==> src/rtl/set_assoc_cache_lru_timing_assert.svh <==
// Assertion macros for the cache back end.
`ifndef SET_ASSOC_CACHE_LRU_TIMING_ASSERT_SVH
`define SET_ASSOC_CACHE_LRU_TIMING_ASSERT_SVH

// Check a condition in the same cycle as its trigger.
`define SA_ASSERT_NOW(label, clk, rst, ante, cons, msg) \
  label: assert property (@(posedge clk) disable iff (rst) (ante) |-> (cons)) \
    else $error(msg);

// Check a condition in the cycle after its trigger.
`define SA_ASSERT_NEXT(label, clk, rst, ante, cons, msg) \
  label: assert property (@(posedge clk) disable iff (rst) (ante) |=> (cons)) \
    else $error(msg);

`endif

==> src/rtl/sacache_pkg.sv <==
// Shared types, register codes and helper functions of the cache model.
package sacache_pkg;

  // Register file codes, in port index order
  typedef enum logic [2:0] {
    CFG_OFFSET_BITS    = 3'd0,
    CFG_INDEX_BITS     = 3'd1,
    CFG_WAYS_IN_USE    = 3'd2,
    CFG_REPLACE_RANDOM = 3'd3,
    CFG_CACHE_CYCLES   = 3'd4,
    CFG_MEMORY_CYCLES  = 3'd5
  } cfg_idx_t;

  localparam int CFG_IDX_W  = 3;
  localparam int CFG_DATA_W = 10;

  typedef struct packed {
    logic [3:0] offset_bits;
    logic [3:0] index_bits;
    logic [3:0] ways_in_use;
    logic       replace_random;
    logic [9:0] cache_cycles;
    logic [9:0] memory_cycles;
  } cfg_t;

  localparam cfg_t CFG_RESET = '{
    offset_bits:    4'd6,
    index_bits:     4'd4,
    ways_in_use:    4'd4,
    replace_random: 1'b0,
    cache_cycles:   10'd1,
    memory_cycles:  10'd100
  };

  // Raw set index before reduction: up to 15 index bits
  localparam int RAW_SET_W = 15;

  // Field widths fixed by the interface
  localparam int ADDR_W  = 48;
  localparam int CYC_W   = 11;
  localparam int CNT32_W = 32;
  localparam int CNT48_W = 48;

  // Replacement LFSR
  localparam int          LFSR_W    = 16;
  localparam logic [15:0] LFSR_SEED = 16'hACE1;

  // Advance the LFSR once: taps 16,14,13,11, shifting right
  function automatic logic [LFSR_W-1:0] lfsr_step(input logic [LFSR_W-1:0] s);
    logic b;
    b = s[0] ^ s[2] ^ s[3] ^ s[5];
    return {b, s[LFSR_W-1:1]};
  endfunction

  // Queue status seen by the front and back
  typedef struct packed {
    logic full;
    logic empty;
  } q_stat_t;

  // Back end sequencer
  typedef enum logic {
    BK_IDLE,
    BK_CALC
  } bk_state_t;

endpackage

==> src/rtl/sacache_fifo.sv <==
// Two-entry queue between the address front end and the lookup back end.
module sacache_fifo #(
  parameter int WIDTH = 8
) (
  input  logic                 clk,
  input  logic                 rst,
  input  logic                 push,
  input  logic [WIDTH-1:0]     push_data,
  input  logic                 pop,
  output logic [WIDTH-1:0]     pop_data,
  output sacache_pkg::q_stat_t stat
);

  logic [WIDTH-1:0] data [2];
  logic             wr_ptr;
  logic             rd_ptr;
  logic [1:0]       count;

  // Advance pointers and count
  always_ff @(posedge clk) begin
    if (rst) begin
      wr_ptr <= 1'b0;
      rd_ptr <= 1'b0;
      count  <= 2'd0;
    end else begin
      if (push) wr_ptr <= ~wr_ptr;
      if (pop)  rd_ptr <= ~rd_ptr;
      unique case ({push, pop})
        2'b10:   count <= count + 2'd1;
        2'b01:   count <= count - 2'd1;
        default: count <= count;
      endcase
    end
  end

  // Store pushed words
  always_ff @(posedge clk) begin
    if (push) data[wr_ptr] <= push_data;
  end

  assign pop_data   = data[rd_ptr];
  assign stat.full  = (count == 2'd2);
  assign stat.empty = (count == 2'd0);

endmodule

==> config.mk <==
export PLATFORM = sky130hd
export DESIGN_NAME = sacache_fifo
export DESIGN_NICKNAME = d
export VERILOG_FILES = /design/src/rtl/set_assoc_cache_lru_timing_assert.svh /design/src/rtl/sacache_pkg.sv /design/src/rtl/sacache_fifo.sv
export SDC_FILE = /design/constraint.sdc
export NUM_CORES = 1
export LEC_CHECK = 0
export ABC_AREA = 1
export BUFFER_PORTS_ARGS = -buffer_cell sky130_fd_sc_hd__buf_2
export CAP_MARGIN = 15
export CORE_ASPECT_RATIO = 0.9
export CORE_MARGIN = 5
export CORE_UTILIZATION = 39
export CTS_CLUSTER_DIAMETER = 30
export DETAILED_ROUTE_END_ITERATION = 8
export GPL_TIMING_DRIVEN = 0
export PLACE_DENSITY_LB_ADDON = 0.2
export SYNTH_ARGS = -nofsm -noshare
export SYNTH_HDL_FRONTEND = slang
export SYNTH_SLANG_ARGS = --single-unit
==> constraint.sdc <==
create_clock -name clk -period 1.3 [get_ports clk]
set_input_delay 0.26 -clock clk [delete_from_list [all_inputs] [get_ports clk]]
set_output_delay 0.26 -clock clk [all_outputs]
set_load 0.005 [all_outputs]
==> impl_metrics.yaml <==
status:
  status: "finished, violations left"
  violations: "setup timing"
min_path:
  min_to: "data[1][6]"
  hold_depth: 1
  hp-class: "in2reg"
  worstHoldStart: "push_data[6]"
critical_path:
  cp-end-kind: "primary output"
  crit_arrival_ps: 1210
  slowest_stage: "dfxtp_2"
  cp.depth: 3
  worstPathCellList: "buf_8 -> mux2_4 -> buf_6"
  cp.required_ps: 1040
  r2r_cells: 1
  r2r_slack_ps: 250
  cpPeakStageDelay_ps: 350
  r2r-start: "wr_ptr"
  path_delay_family: "flip-flops"
  rr_endpoint: "data[0][2]"
  path_max_fanout: 8
  critPathKind: "reg2out"
  critPathLaunchType: "flop"
  path_buf_inv: 2
detailed_routing:
  drt-pass1-iter-count: 4
  routedWlPerCell_um: 11.1
  drcViolationCount: 0
  vias: 479
  first_iter_violations: 7
  avgViaCountPerCell: 4.44
  ant_nets: 0
  drt-total-wl_um: 1200
sta:
  worst_slew_pin_slew_ps: 434
  fmax_mhz: 681
  setup_viol: 8
  tns_ps: -1330
  hold_viol: 0
  rsz0062_at_grt: "true"
  period_minus_slack_ps: 1470
  fin_ws_ps: -169
  slew_headroom_pct: 71.0
  period_share_pct: 113
  drv_slew: 0
  fin_skew_ps: 1.37
floorplanning:
  die_w_um: 58.8
  num_rows: 15
  dieArea_um2: 3170
  start_util_pct: 42.1
  ios: 22
  core_um2: 1990
  die_y_um: 54.0
power:
  p_leak_nw: 0.453
  cellPowerDensity_nw_per_um2: 1240
  ir_drop_mv: 0.573
global_route:
  antenna_found_initial: 0
  grt_pass1_wl_um: 1880
  track_usage_pct: 8.47
  grt-ovfl-total: 0
  grt_max_degree: 12
  grt_pass1_vias: 480
final_layout:
  num-fill-cells: 197
  syn_to_final_growth_pct: 25.6
  final_cell_mix: "16 x edfxtp_1, 14 x buf_2, 9 x nor2_1"
  final_common_cell: "edfxtp_1"
  antenna_cells: 0
  fin_nets: 97
  drive_above_1_share_pct: 42.2
synthesis:
  synthesis.area_um2: 837
  syn_area_per_cell_um2: 14.4
  yosys_warnings: 0
  synth_cells: 58
  synth_seq_area_share_pct: 69.4
  ys_types: 13
  syn_nets: 71
  ys_ff_latch: 21
placed_design:
  pre_cts_slack_ps: -63.4
  gp_congestion: 0.623
  port_buffers: 21
clocking:
  cts_max_path_buffers: 2
  cts_root_buf: "clkbuf_4"
  clock_latency_ps: 300
  postCtsHoldBufs: 0
  cts_inserted_buffers: 3
  cts.htree.levels: 1
  path_clk_slew_ps: 100
  cts_tree: "done"
  cts_setup_buffers: 0
  numClockSinks: 21
run:
  max_cap_viol_count: 0
## metal layers
metal	part of all wire (%)	GRT usage (%)	up-vias	wire [µm]
met2	45	14.0	17	543
met3	11	5.28	2	128
met5	0	0	-	0
met1	43	8.70	213	513
met4	0.84	3.40	0	10
li1	-	-	247	-
## what timing repair did
item	4_1_cts	5_1_grt
resized for setup	9	1
pin swaps	0	0
setup endpoints to repair	8	16
gates cloned	0	0
hold endpoints to repair	0	0
## cells in the mapped netlist (all sizes together)
cell type	n	area share [%]
nor3	1	0.60
dfxtp	5	12
nor2	10	4.5
ha	1	1.5
xnor2	1	1.0
o21ai	1	0.60
buf	1	1.3
nand2	5	2.2
mux2	8	14
edfxtp	16	57
a21oi	1	0.60
inv	7	3.1
nand4	1	0.75
## how the worst max path moves through the flow
stage | endpoint | slack (ps) | from
after floorplan | data[0][0] | 240 | wr_ptr
after CTS | pop_data[7] | -190 | flop
final | pop_data[5] | -170 | flop
after detailed placement | data[0][4] | -60 | push
after global routing | pop_data[5] | -230 | flop
after global placement | data[0][4] | -40 | push
## per-stage QoR
stage          util [%]  power (mW)  hold slack (ps)  cells  cell area (µm²)
2_1_floorplan         -       0.913              332     58              837
3_3_place_gp       48.9       0.980              447    104              973
3_5_place_dp       48.9       0.985              451    104              973
4_1_cts            52.7        1.31              132    108             1050
5_1_grt            52.8        1.37              119    108             1050
6_report           52.8        1.30              142    108             1050
## state kept, by name, summed over array words and instances (netlist names), named ones only
name and cells:
count 2, data 16, rd_ptr 1, wr_ptr 1
## power by group
group / leakage [nW] / switching (mW) / internal, mW / total [mW]
logic: 0.246 / 0.0866 / 0.127 / 0.214
clock network: 0.0150 / 0.180 / 0.120 / 0.300
registers: 0.192 / 0.0182 / 0.767 / 0.786
total: 0.453 / 0.285 / 1.01 / 1.30
## kinds of logic after synthesis
| group | share of synthesized area (%) |
|---|---|
| XOR/XNOR | 1.05 |
| adder cells (fa/ha/maj) | 1.49 |
| buffers and inverters | 4.48 |
| AO/OA/AOI/OAI | 1.19 |
| flip-flops | 69.4 |
| AND/OR/NAND/NOR | 8.07 |
| multiplexers | 14.4 |
## area by class of cell
type | count | area, µm² | share of cell area, %
Tap cell | 25 | 31.3 | 2.98
Clock buffer | 4 | 26.3 | 2.50
Buffer | 1 | 15.0 | 1.43
Sequential cell | 21 | 582 | 55.4
Inverter | 7 | 26.3 | 2.50
Timing Repair Buffer | 21 | 149 | 14.2
Multi-Input combinational cell | 29 | 221 | 21.1
Note: power is estimated with default switching activity, not from simulation.
