==> src/rtl/set_assoc_cache_lru_timing_assert.svh <==
// Assertion macros for the cache back end.
`ifndef SET_ASSOC_CACHE_LRU_TIMING_ASSERT_SVH
`define SET_ASSOC_CACHE_LRU_TIMING_ASSERT_SVH

// Check a condition in the same cycle as its trigger.
`define SA_ASSERT_NOW(label, clk, rst, ante, cons, msg) \
  label: assert property (@(posedge clk) disable iff (rst) (ante) |-> (cons)) \
    else $error(msg);

// Check a condition in the cycle after its trigger.
`define SA_ASSERT_NEXT(label, clk, rst, ante, cons, msg) \
  label: assert property (@(posedge clk) disable iff (rst) (ante) |=> (cons)) \
    else $error(msg);

`endif

==> src/rtl/sacache_pkg.sv <==
// Shared types, register codes and helper functions of the cache model.
package sacache_pkg;

  // Register file codes, in port index order
  typedef enum logic [2:0] {
    CFG_OFFSET_BITS    = 3'd0,
    CFG_INDEX_BITS     = 3'd1,
    CFG_WAYS_IN_USE    = 3'd2,
    CFG_REPLACE_RANDOM = 3'd3,
    CFG_CACHE_CYCLES   = 3'd4,
    CFG_MEMORY_CYCLES  = 3'd5
  } cfg_idx_t;

  localparam int CFG_IDX_W  = 3;
  localparam int CFG_DATA_W = 10;

  typedef struct packed {
    logic [3:0] offset_bits;
    logic [3:0] index_bits;
    logic [3:0] ways_in_use;
    logic       replace_random;
    logic [9:0] cache_cycles;
    logic [9:0] memory_cycles;
  } cfg_t;

  localparam cfg_t CFG_RESET = '{
    offset_bits:    4'd6,
    index_bits:     4'd4,
    ways_in_use:    4'd4,
    replace_random: 1'b0,
    cache_cycles:   10'd1,
    memory_cycles:  10'd100
  };

  // Raw set index before reduction: up to 15 index bits
  localparam int RAW_SET_W = 15;

  // Field widths fixed by the interface
  localparam int ADDR_W  = 48;
  localparam int CYC_W   = 11;
  localparam int CNT32_W = 32;
  localparam int CNT48_W = 48;

  // Replacement LFSR
  localparam int          LFSR_W    = 16;
  localparam logic [15:0] LFSR_SEED = 16'hACE1;

  // Advance the LFSR once: taps 16,14,13,11, shifting right
  function automatic logic [LFSR_W-1:0] lfsr_step(input logic [LFSR_W-1:0] s);
    logic b;
    b = s[0] ^ s[2] ^ s[3] ^ s[5];
    return {b, s[LFSR_W-1:1]};
  endfunction

  // Queue status seen by the front and back
  typedef struct packed {
    logic full;
    logic empty;
  } q_stat_t;

  // Back end sequencer
  typedef enum logic {
    BK_IDLE,
    BK_CALC
  } bk_state_t;

endpackage

==> src/rtl/sacache_front.sv <==
// Front end: accepts access words, splits the address into set and tag.
module sacache_front #(
  parameter int MAX_SETS  = 256,
  parameter int ADDR_BITS = 48,
  localparam int AW     = (ADDR_BITS < sacache_pkg::ADDR_W) ? ADDR_BITS : sacache_pkg::ADDR_W,
  localparam int SET_W  = (MAX_SETS > 1) ? $clog2(MAX_SETS) : 1,
  localparam int ITEM_W = 1 + SET_W + AW
) (
  input  logic                           clk,
  input  logic                           rst,
  input  sacache_pkg::cfg_t              cfg,
  input  logic                           req_valid,
  output logic                           req_stall,
  input  logic                           op,
  input  logic [sacache_pkg::ADDR_W-1:0] address,
  input  sacache_pkg::q_stat_t           q_stat,
  output logic                           q_push,
  output logic [ITEM_W-1:0]              q_data
);

  localparam int RW     = sacache_pkg::RAW_SET_W;
  // Reciprocal of the set count: quotient estimate is exact or one low
  localparam logic [16:0] RECIP = 17'((1 << 16) / MAX_SETS);
  localparam logic [RW-1:0] NSETS = RW'(MAX_SETS);

  logic          s1_vld;
  logic          s1_op;
  logic [RW-1:0] s1_raw;
  logic [AW-1:0] s1_tag;
  logic          s2_vld;
  logic          s2_op;
  logic [RW-1:0] s2_raw;
  logic [RW-1:0] s2_quo;
  logic [AW-1:0] s2_tag;

  logic          accept;
  logic          s1_move;
  logic          s2_free;
  logic [AW-1:0] addr_m;
  logic [AW-1:0] addr_sh;
  logic [4:0]    tag_sh;
  logic [RW-1:0] raw_set;
  logic [AW-1:0] tag;
  logic [32:0]   prod;
  logic [RW-1:0] rem_est;
  logic [RW-1:0] rem_fix;

  // Split the address
  always_comb begin
    addr_m  = address[AW-1:0];
    addr_sh = addr_m >> cfg.offset_bits;
    raw_set = addr_sh[RW-1:0] & ~({RW{1'b1}} << cfg.index_bits);
    tag_sh  = {1'b0, cfg.offset_bits} + {1'b0, cfg.index_bits};
    tag     = addr_m >> tag_sh;
  end

  // Handshake through the two stages
  assign q_push    = s2_vld && !q_stat.full;
  assign s2_free   = !s2_vld || q_push;
  assign s1_move   = s1_vld && s2_free;
  assign req_stall = s1_vld && !s1_move;
  assign accept    = req_valid && !req_stall;

  always_ff @(posedge clk) begin
    if (rst) begin
      s1_vld <= 1'b0;
      s2_vld <= 1'b0;
    end else begin
      if (accept)       s1_vld <= 1'b1;
      else if (s1_move) s1_vld <= 1'b0;
      if (s1_move)      s2_vld <= 1'b1;
      else if (q_push)  s2_vld <= 1'b0;
    end
  end

  // Estimate the quotient of the raw set by the set count
  assign prod = {18'd0, s1_raw} * {16'd0, RECIP};

  always_ff @(posedge clk) begin
    if (accept) begin
      s1_op  <= op;
      s1_raw <= raw_set;
      s1_tag <= tag;
    end
    if (s1_move) begin
      s2_op  <= s1_op;
      s2_raw <= s1_raw;
      s2_quo <= prod[16 +: RW];
      s2_tag <= s1_tag;
    end
  end

  // Reduce modulo the set count with one correction step
  always_comb begin
    rem_est = s2_raw - RW'(s2_quo * NSETS);
    rem_fix = (rem_est >= NSETS) ? rem_est - NSETS : rem_est;
  end

  assign q_data = {s2_op, rem_fix[SET_W-1:0], s2_tag};

endmodule

==> config.mk <==
export PLATFORM = sky130hd
export DESIGN_NAME = sacache_front
export DESIGN_NICKNAME = d
export VERILOG_FILES = /design/src/rtl/set_assoc_cache_lru_timing_assert.svh /design/src/rtl/sacache_pkg.sv /design/src/rtl/sacache_front.sv
export SDC_FILE = /design/constraint.sdc
export NUM_CORES = 1
export LEC_CHECK = 0
export BUFFER_PORTS_ARGS = -buffer_cell sky130_fd_sc_hd__buf_2
export CORE_ASPECT_RATIO = 0.5
export CORE_MARGIN = 8
export CORE_UTILIZATION = 60
export CTS_CLUSTER_SIZE = 40
export DETAILED_ROUTE_END_ITERATION = 10
export PLACE_DENSITY = 0.86
export SLEW_MARGIN = 15
export SYNTH_ARGS = -nofsm -noshare
export SYNTH_HDL_FRONTEND = slang
export SYNTH_SLANG_ARGS = --single-unit
==> constraint.sdc <==
create_clock -name clk -period 18.78 [get_ports clk]
set_input_delay 3.756 -clock clk [delete_from_list [all_inputs] [get_ports clk]]
set_output_delay 3.756 -clock clk [all_outputs]
set_load 0.01 [all_outputs]
==> impl_metrics.yaml <==
run_status:
  status: "finished, final reports clean"
sta:
  clock-skew-final_ns: 0.00619
  final-max-slew-violation-count: 0
  fin_crit_sh: 0.428
  min_period_ns: 8.04
  max_clock_freq_mhz: 124
  setup_viol: 0
  maxSlewHeadroom: 0.482
  grt_setup_unrepaired: "no"
  final-hold-violation-count: 0
  fin_setup_tns_ns: 0
  tightest_slew_ns: 0.776
global_routing:
  grt_first_pass_wirelength_um: 25300
  track_usage: 0.208
  antenna_found_initial: 0
  grt_max_degree: 58
  grt_remaining_overflow: 0
  grt_pass1_vias: 4744
pwr:
  powerDensity_nw_per_um2: 109
  ir_worst_vdd_mv: 0.0527
  power.leakage_nw: 3.37
logic_synthesis:
  yosysTopAreaCell: "edfxtp_1"
  netlist_area_um2: 6980
  syn_avg_cell_area_um2: 12.8
  syn_nets: 636
  ys_top_cells_by_count: "mux2i_1 (120), edfxtp_1 (114), mux2_2 (45)"
  synth-edff-count: 114
  post-synth-top-count-cell: "mux2i_1"
  synth_cell_types: 43
  synth_cells: 544
  ys_seq_area_frac: 0.496
  synth_area_leaders: "edfxtp_1 (49%), mux2i_1 (17%), mux2_2 (7.3%)"
  synthArstFlopShare: 0
  ys_ff_latch: 116
  synth_top_area_frac: 0.490
  ys_warn_count: 0
  yosys_most_used_dff: "edfxtp_1"
detailed_routing:
  viasPerCell: 6.02
  drt_wl_total_um: 16300
  dr.pass1.iters: 5
  ant_nets: 0
  route.vias.total: 4939
  first_iter_violations: 429
  drt-wirelength-per-cell_um: 19.8
  drc: 0
clock_network:
  clock_sinks: 116
  postCtsSetupRepairBufs: 0
  clk_pin_slew_worst_paths_ns: 0.06
  htree_levels: 4
  clock_latency_ns: 0.41
  cts-resized-gates: 0
  ctsRootBufferMaster: "clkbuf_16"
  cts_buffer_depth: 2
  cts_buffers: 17
  holdBufCountCts: 0
  cts_tree: "built"
setup_path:
  cp_slowest_cell: "and3_1"
  critPathMaxFanout: 4
  timing.rr.start: "s2_vld"
  slowest_delay_ns: 0.24
  path_cells: "buf_2 > and3_1 > buf_2"
  arrival_ns: 4.29
  rrSetupSlack_ns: 17.14
  timing.rr.end: "s1_tag[2]"
  criticalPathCategory: "in2out"
  r2r_cells: 3
  path_common_cell: "buf_2"
  worstPathRequired_ns: 15.02
  worst_setup_path_start_kind: "input port"
  worstSetupEndpointType: "output pin"
place:
  gp_congestion: 0.918
  place_hpwl_um: 11800
  placed_area_um2: 7650
  portBuffers: 119
die:
  die-area_um2: 15600
  io-pin-count: 146
  die-height_um: 92.3
  fp.dieW_um: 169
  core_area_um2: 11200
  initial_core_util: 0.624
  std_cell_rows: 27
worst_hold_path:
  hp-class: "reg2reg"
  min-delay-start: "s1_tag[41]"
  min_to: "s2_tag[41]"
  worstHoldPathCells: 0
run:
  maxCapViolCount: 0
layout:
  n_antenna_cell: 0
  fin_nets: 741
  finalInstanceArea_um2: 8230
  drive_above_1_share: 0.358
  fillers: 756
  syn_to_final_growth_pct: 17.9
cells by family (layout without fill, tap and decap cells):
kind of cell | count (synthesis) | in the layout | synth area share
muxes | 184 | 184 | 0.305
xor gates and xnor gates | 4 | 4 | 0.00771
adders and majority gates | 5 | 5 | 0.0100
buffers and inverters | 51 | 169 | 0.0384
DFF | 116 | 116 | 0.496
and+or+nand+nor | 107 | 107 | 0.0686
AOI/OAI and AO/OA | 77 | 77 | 0.0746
layout make-up:
type,instances,area [um2],area share
clock inverters,14,151,0.0184
inverters,9,33.8,0.00410
multi-input cells,377,3290,0.400
flip-flops and latches,116,3460,0.421
repair buffers,128,663,0.0805
clock buffers,18,429,0.0521
well taps,159,199,0.0242
critical path: cells and delay by family:
family | cells | cell delay [ns]
buffers and inverters | 2 | 0.29
AND/OR/NAND/NOR | 1 | 0.24
power by group:
part	total, W	leakage [nW]	switching, W	internal [W]
clock	0.000312	0.281	0.000116	0.000196
sequential	0.000341	1.12	0.00000806	0.000333
combinational	0.000246	1.97	0.000147	0.0000985
total	0.000899	3.37	0.000271	0.000628
placed cells by master, fill, tap and decap left out, types with 2 or more instances in the layout:
cell type and count:
mux2i_1 120, buf_2 119, edfxtp_1 114, mux2_2 45, nor2_1 33, nand2_1 29, o21ai_0 18, nor3_1 17
clkbuf_16 17, mux4_2 16, a21oi_1 13, nand3_1 11, a211oi_1 11, and3_1 9, buf_4 9, o22ai_1 8
inv_1 7, o21ai_1 7, a211oi_2 5, o311a_1 4, a221oi_1 4, inv_6 4, nor2b_1 3, and2_1 3
ha_1 3, clkinv_2 3, clkinv_4 3, xnor2_2 2, mux2i_4 2, o21a_1 2, clkinvlp_4 2, bufinv_16 2
dfxtp_1 2
sequential cells by signal (all words and copies together), names as in the netlist:
register  flops
s2_raw        8
s2_op         1
s2_tag       48
s1_tag       48
s2_vld        1
s1_raw        8
s1_op         1
s1_vld        1
stage by stage:
step | utilization | setup WS (ns) | hold WS, ns | cells | total power, W
2_1_floorplan | - | 10.30 | 0.400 | 544 | 0.000522
3_3_place_gp | 0.684 | 10.74 | 0.401 | 789 | 0.000579
3_5_place_dp | 0.684 | 10.73 | 0.405 | 789 | 0.000585
4_1_cts | 0.736 | 10.73 | 0.416 | 821 | 0.000899
5_1_grt | 0.736 | 10.69 | 0.420 | 821 | 0.000935
6_report | 0.736 | 10.74 | 0.414 | 821 | 0.000899
layer usage:
layer | up-vias | track usage | part of all wire
met5 | - | 0 | 0
met4 | 0 | 0.0738 | 0.017
met3 | 25 | 0.0620 | 0.076
met2 | 221 | 0.326 | 0.46
met1 | 2371 | 0.272 | 0.44
li1 | 2322 | - | -
how the worst max path moves through the flow:
stage | end | from | cells after the start
global placement | req_stall | q_stat[1] | 3
floorplan | s2_op | q_stat[1] | 1
detailed placement | req_stall | q_stat[1] | 3
global route | req_stall | q_stat[1] | 3
finish | req_stall | q_stat[1] | 3
CTS | req_stall | q_stat[1] | 3
(Power assumes the default switching activity.)
